===== src/tpd_pkg.sv =====
// ============================================================================
// tpd_pkg: shared types and constants of the true-peak detector
// Field widths, the queued item type and the 4x interpolation coefficients.
// ============================================================================
package tpd_pkg;

    localparam int SAMPLE_BITS  = 24;
    localparam int TAP_COUNT    = 12;
    localparam int PHASE_COUNT  = 4;
    localparam int MAX_CHAN_DEF = 12;
    localparam int CH_W         = 4;
    localparam int PEAK_W       = 25;
    localparam int COEF_W       = 16;
    localparam int TAP_W        = $clog2(TAP_COUNT);
    localparam int PHASE_W      = $clog2(PHASE_COUNT);
    localparam int PROD_W       = SAMPLE_BITS + COEF_W;
    localparam int ACC_W        = PROD_W + TAP_W;
    localparam int MAG_SHIFT    = SAMPLE_BITS - 10;
    localparam int QUEUE_DEPTH  = 2;

    localparam logic [CH_W-1:0] NUM_CH_RESET = 4'd2;

    // Item as classified by the front end
    typedef struct packed {
        logic signed [SAMPLE_BITS-1:0] sample;
        logic [CH_W-1:0]               channel;
        logic                          last;
        logic                          active;
        logic                          frame_end;
    } t_item;

    // Interpolation filter, Q2.14, one row per phase, newest sample on tap 0
    localparam logic signed [COEF_W-1:0] COEF_ROM [PHASE_COUNT][TAP_COUNT] = '{
        '{ 16'sd28,    16'sd180,  -16'sd322,   16'sd544,  -16'sd974,   16'sd2250,
           16'sd15928, -16'sd1676, 16'sd780,  -16'sd436,   16'sd244,  -16'sd136 },
        '{-16'sd478,   16'sd480,  -16'sd848,   16'sd1460, -16'sd2728,  16'sd7620,
           16'sd12776, -16'sd3282, 16'sd1664, -16'sd954,   16'sd542,  -16'sd310 },
        '{-16'sd310,   16'sd542,  -16'sd954,   16'sd1664, -16'sd3282,  16'sd12776,
           16'sd7620,  -16'sd2728, 16'sd1460, -16'sd848,   16'sd480,  -16'sd478 },
        '{-16'sd136,   16'sd244,  -16'sd436,   16'sd780,  -16'sd1676,  16'sd15928,
           16'sd2250,  -16'sd974,  16'sd544,  -16'sd322,   16'sd180,   16'sd28 }
    };

    function automatic logic signed [COEF_W-1:0] tap_coef(
        input logic [PHASE_W-1:0] phase,
        input logic [TAP_W-1:0]   tap
    );
        logic signed [COEF_W-1:0] c;
        c = '0;
        if (tap < TAP_W'(TAP_COUNT)) begin
            c = COEF_ROM[phase][tap];
        end
        return c;
    endfunction

    // Step a history position backwards with wrap
    function automatic logic [TAP_W-1:0] tap_dec(input logic [TAP_W-1:0] x);
        logic [TAP_W-1:0] r;
        r = (x == '0) ? TAP_W'(TAP_COUNT - 1) : x - 1'b1;
        return r;
    endfunction

endpackage


===== src/tpd_fifo.sv =====
// ============================================================================
// tpd_fifo: small synchronous queue
// Register-based FIFO with full and empty flags, head shown while not empty.
// ============================================================================
module tpd_fifo #(
    parameter int WIDTH = 8,
    parameter int DEPTH = 2
) (
    input  logic             i_clk,
    input  logic             i_rst_n,
    input  logic             i_push,
    input  logic [WIDTH-1:0] i_data,
    output logic             o_full,
    input  logic             i_pop,
    output logic [WIDTH-1:0] o_data,
    output logic             o_empty
);

    localparam int PW = (DEPTH > 1) ? $clog2(DEPTH) : 1;
    localparam int CW = $clog2(DEPTH + 1);

    logic [WIDTH-1:0] r_mem [DEPTH];
    logic [PW-1:0]    r_wp, n_wp;
    logic [PW-1:0]    r_rp, n_rp;
    logic [CW-1:0]    r_cnt, n_cnt;
    logic             do_push;
    logic             do_pop;

    assign o_full  = (r_cnt == CW'(DEPTH));
    assign o_empty = (r_cnt == '0);
    assign o_data  = r_mem[r_rp];
    assign do_push = i_push && !o_full;
    assign do_pop  = i_pop && !o_empty;

    always_comb begin
        n_wp  = r_wp;
        n_rp  = r_rp;
        n_cnt = r_cnt;
        if (do_push) begin
            n_wp = (r_wp == PW'(DEPTH - 1)) ? '0 : r_wp + 1'b1;
        end
        if (do_pop) begin
            n_rp = (r_rp == PW'(DEPTH - 1)) ? '0 : r_rp + 1'b1;
        end
        if (do_push && !do_pop) begin
            n_cnt = r_cnt + 1'b1;
        end else if (do_pop && !do_push) begin
            n_cnt = r_cnt - 1'b1;
        end
    end

    always_ff @(posedge i_clk) begin
        if (!i_rst_n) begin
            r_wp  <= '0;
            r_rp  <= '0;
            r_cnt <= '0;
        end else begin
            r_wp  <= n_wp;
            r_rp  <= n_rp;
            r_cnt <= n_cnt;
        end
    end

    always_ff @(posedge i_clk) begin
        if (do_push) begin
            r_mem[r_wp] <= i_data;
        end
    end

endmodule


===== src/tpd_front.sv =====
// ============================================================================
// tpd_front: input acceptance and classification
// Marks each sample as in range and as closing a frame, then queues it.
// ============================================================================
module tpd_front import tpd_pkg::*; #(
    parameter int MAX_CHAN = MAX_CHAN_DEF
) (
    input  logic                          i_clk,
    input  logic                          i_rst_n,
    input  logic [CH_W-1:0]               i_num_channels,
    input  logic                          i_push,
    input  logic signed [SAMPLE_BITS-1:0] i_sample,
    input  logic [CH_W-1:0]               i_channel,
    input  logic                          i_last_of_block,
    output logic                          o_full,
    output t_item                         o_item,
    output logic                          o_item_valid,
    input  logic                          i_item_take
);

    localparam int CNT_W = CH_W + 1;
    localparam int IW    = $bits(t_item);

    logic [CNT_W-1:0] eff_count;
    logic [CNT_W-1:0] ch_ext;
    t_item            in_item;
    logic [IW-1:0]    q_data;
    logic             q_empty;

    assign ch_ext    = {1'b0, i_channel};
    assign eff_count = ({1'b0, i_num_channels} < CNT_W'(MAX_CHAN))
                     ? {1'b0, i_num_channels} : CNT_W'(MAX_CHAN);

    always_comb begin
        in_item.sample    = i_sample;
        in_item.channel   = i_channel;
        in_item.last      = i_last_of_block;
        in_item.active    = (ch_ext < eff_count);
        // a zero count never marks a frame end since nothing is active
        in_item.frame_end = (ch_ext < eff_count) && (ch_ext == eff_count - 1'b1);
    end

    tpd_fifo #(
        .WIDTH (IW),
        .DEPTH (QUEUE_DEPTH)
    ) u_queue (
        .i_clk   (i_clk),
        .i_rst_n (i_rst_n),
        .i_push  (i_push),
        .i_data  (in_item),
        .o_full  (o_full),
        .i_pop   (i_item_take),
        .o_data  (q_data),
        .o_empty (q_empty)
    );

    assign o_item       = t_item'(q_data);
    assign o_item_valid = !q_empty;

endmodule


===== config.mk =====
export PLATFORM = sky130hd
export DESIGN_NAME = tpd_front
export DESIGN_NICKNAME = d
export VERILOG_FILES = /design/src/tpd_pkg.sv /design/src/tpd_fifo.sv /design/src/tpd_front.sv
export SDC_FILE = /design/constraint.sdc
export NUM_CORES = 1
export LEC_CHECK = 0
export BUFFER_PORTS_ARGS = -buffer_cell sky130_fd_sc_hd__clkbuf_2
export CORE_ASPECT_RATIO = 1.75
export CORE_MARGIN = 1.5
export CORE_UTILIZATION = 39
export CTS_BUF_LIST = sky130_fd_sc_hd__clkbuf_16
export CTS_CLUSTER_SIZE = 28
export DETAILED_ROUTE_END_ITERATION = 8
export GPL_ROUTABILITY_DRIVEN = 0
export PLACE_DENSITY = 0.73
export SYNTH_ARGS = -nofsm -noshare
export SYNTH_HDL_FRONTEND = slang
export SYNTH_SLANG_ARGS = --single-unit
export TNS_END_PERCENT = 1

===== constraint.sdc =====
create_clock -name i_clk -period 7.7 [get_ports i_clk]
set_clock_uncertainty 0.1 [all_clocks]
set_input_delay 1.54 -clock i_clk [delete_from_list [all_inputs] [get_ports i_clk]]
set_output_delay 1.54 -clock i_clk [all_outputs]
set_load 0.05 [all_outputs]

==> impl_metrics.yaml <==
setup_path:
  end_kind: "primary output"
  crit_arrival_ps: 1640
  required_ps: 6060
  cpMaxStageDelayCell: "mux2_2"
  critPathMaxFanout: 31
  path_class: "flop to primary output"
  cpPeakStageDelay_ps: 400
  cp_cell_sequence: "buf_4, mux2_2, clkbuf_2"
  cp-start-kind: "flop"
flow_run:
  max_cap_violations: 0
timing:
  worstMarginPinSlew_ps: 434
  max-slew-margin-rel: 0.711
  rsz0062_at_grt: "false"
  min_period_ps: 3280
  drv_slew: 0
  tns_ps: 0
  setup_viol: 0
  hold_viol: 0
  setup_ws_ps: 4420
  max_freq_ghz: 0.305
  finalCritPeriodShare: 0.426
  holdWs_ps: 404
die:
  die_area_mm2: 0.00731
  core-area_mm2: 0.00654
  row_count: 39
  io_pins: 70
  die_y_um: 112
  die_w_um: 65.3
  start_util: 0.405
route:
  drc_errors: 0
  drt-vias-per-instance: 4.76
  ant_nets: 0
  dr.pass1.iters: 4
  drt_iter0_drc: 47
  routed_wl_um: 4480
  vias: 1490
  routedWlPerCell_um: 14.3
grt:
  busiest_layer: "met2"
  grt_pass1_vias: 1553
  grt_max_degree: 33
  grt_first_pass_wirelength_um: 6950
  grt_util_met1: 0.116
  grtUsageMet2: 0.238
  gr-total-overflow: 0
  antenna_found_initial: 0
  track_usage: 0.132
  use_met3: 0.0586
cells_and_area:
  register_area_mm2: 0.00196
  num-fill-cells: 576
  num_antenna_cells: 0
  final_util: 0.518
  multi_input_area_um2: 652
  syn_to_final_growth_pct: 28.1
  drive_gt1_frac: 0.506
  fin_nets: 269
  fin_area_mm2: 0.00339
synthesis:
  synthTopCellsByArea: "edfxtp_1, mux2_2, dfxtp_1"
  ys_seq_area_frac: 0.741
  ys_types: 26
  synth_area_per_cell_um2: 18.1
  syn_nets: 189
  yosys-top-cells-count: "edfxtp_1, mux2_2, inv_1, ha_1"
  synth_area_leader_cell: "edfxtp_1"
  synth_seq_cells: 67
  syn_inst: 146
  synth-edff-count: 62
  synthFlopType: "edfxtp_1"
  ys_warn_count: 0
  syn-cell-area_mm2: 0.00265
  synthMostInstantiatedCell: "edfxtp_1"
  yosysTopAreaCellShare: 0.704
  async_reset_ff_frac: 0
cts:
  cts_root_buf: "clkbuf_16"
  h-tree-depth: 3
  path_clk_slew_ps: 50
  cts_tree: "built"
  cts_resized: 0
  clk_latency_ps: 320
  hold_buffers: 0
  cts_buffers: 9
  cts.path.max_buffers: 2
  postCtsSetupRepairBufs: 0
  cts_sinks: 67
place:
  io_buffers: 69
  postPlaceCellArea_mm2: 0.00311
  dp_hpwl_um: 3040
  pre_cts_slack_ps: 4370
hold_path:
  hold_class: "flop to flop"
power_and_ir_drop:
  power_density_mw_per_mm2: 383
  ir_worst_vdd_v: 0.000216
  power.leakage_nw: 1.38
outcome:
  status: "finished clean"
[kinds of logic (layout without fill, tap and decap cells)]
logic type / count (synthesis) / in the layout / synth area share
flip-flops: 67 / 67 / 0.741
multiplexers: 31 / 31 / 0.132
AND/OR/NAND/NOR: 18 / 18 / 0.0374
buffers and inverters: 10 / 95 / 0.0142
AO/OA/AOI/OAI: 7 / 7 / 0.0180
XOR/XNOR: 7 / 7 / 0.0288
adder cells (fa/ha/maj): 6 / 6 / 0.0284
[layer usage]
layer,share of wire,wire [um]
met4,0.022,97
met2,0.57,2560
met3,0.067,298
met1,0.34,1520
met5,0,0
[layout make-up]
class | count | share of cell area
clock buffer | 9 | 0.0664
sequential | 67 | 0.579
clock inverter | 7 | 0.0159
tap | 82 | 0.0303
multi-input combinational | 69 | 0.192
inverter | 7 | 0.00775
timing repair buffer | 72 | 0.109
[state kept, by name (all words and copies together) (netlist names), named ones only]
signal / cells
u_queue.r_cnt: 2
u_queue.r_mem: 62
u_queue.r_rp: 1
u_queue.r_wp: 1
[through the flow]
stage               instances  power [mW]
finish                    313        1.30
global route              313        1.35
CTS                       313        1.32
detailed placement        297       0.936
global placement          297       0.930
floorplan                 146       0.838
[path summary, 6_finish.rpt]
| check | start | cells past startpoint | slack, ps | end |
|---|---|---|---|---|
| hold reg to reg | u_queue.r_cnt[1]$_SDFFE_PN0P_ | 2 | 400 | u_queue.r_cnt[1]$_SDFFE_PN0P_ |
| setup reg to reg | u_queue.r_cnt[0]$_SDFFE_PN0P_ | 6 | 6050 | u_queue.r_cnt[1]$_SDFFE_PN0P_ |
| hold / removal | u_queue.r_cnt[1]$_SDFFE_PN0P_ | 2 | 400 | u_queue.r_cnt[1]$_SDFFE_PN0P_ |
| setup / recovery | flop | 3 | 4420 | o_item[30] |
[worst max-delay path, delay by kind of cell (launching register included)]
family	cells	cell delay, ps
buffers and inverters	2	600
multiplexers	1	400
flip-flops	1	300
[where the power goes]
| part | switching, mW | internal, mW |
|---|---|---|
| logic | 0.322 | 0.127 |
| clock network | 0.131 | 0.243 |
| registers | 0.0142 | 0.460 |
| total | 0.467 | 0.830 |
[cell usage in the layout, fill, tap and decap left out, types with 2 or more instances in the layout]
cell       instances
clkbuf_16          9
o21ai_0            2
xnor2_1            3
mux2_2            31
ha_1               6
nor2_1             5
edfxtp_1          62
inv_1             11
buf_4              3
xor2_1             3
clkbuf_2          69
nand2_1            3
dfxtp_1            5
No activity file was read; power rests on OpenSTA's default activity.
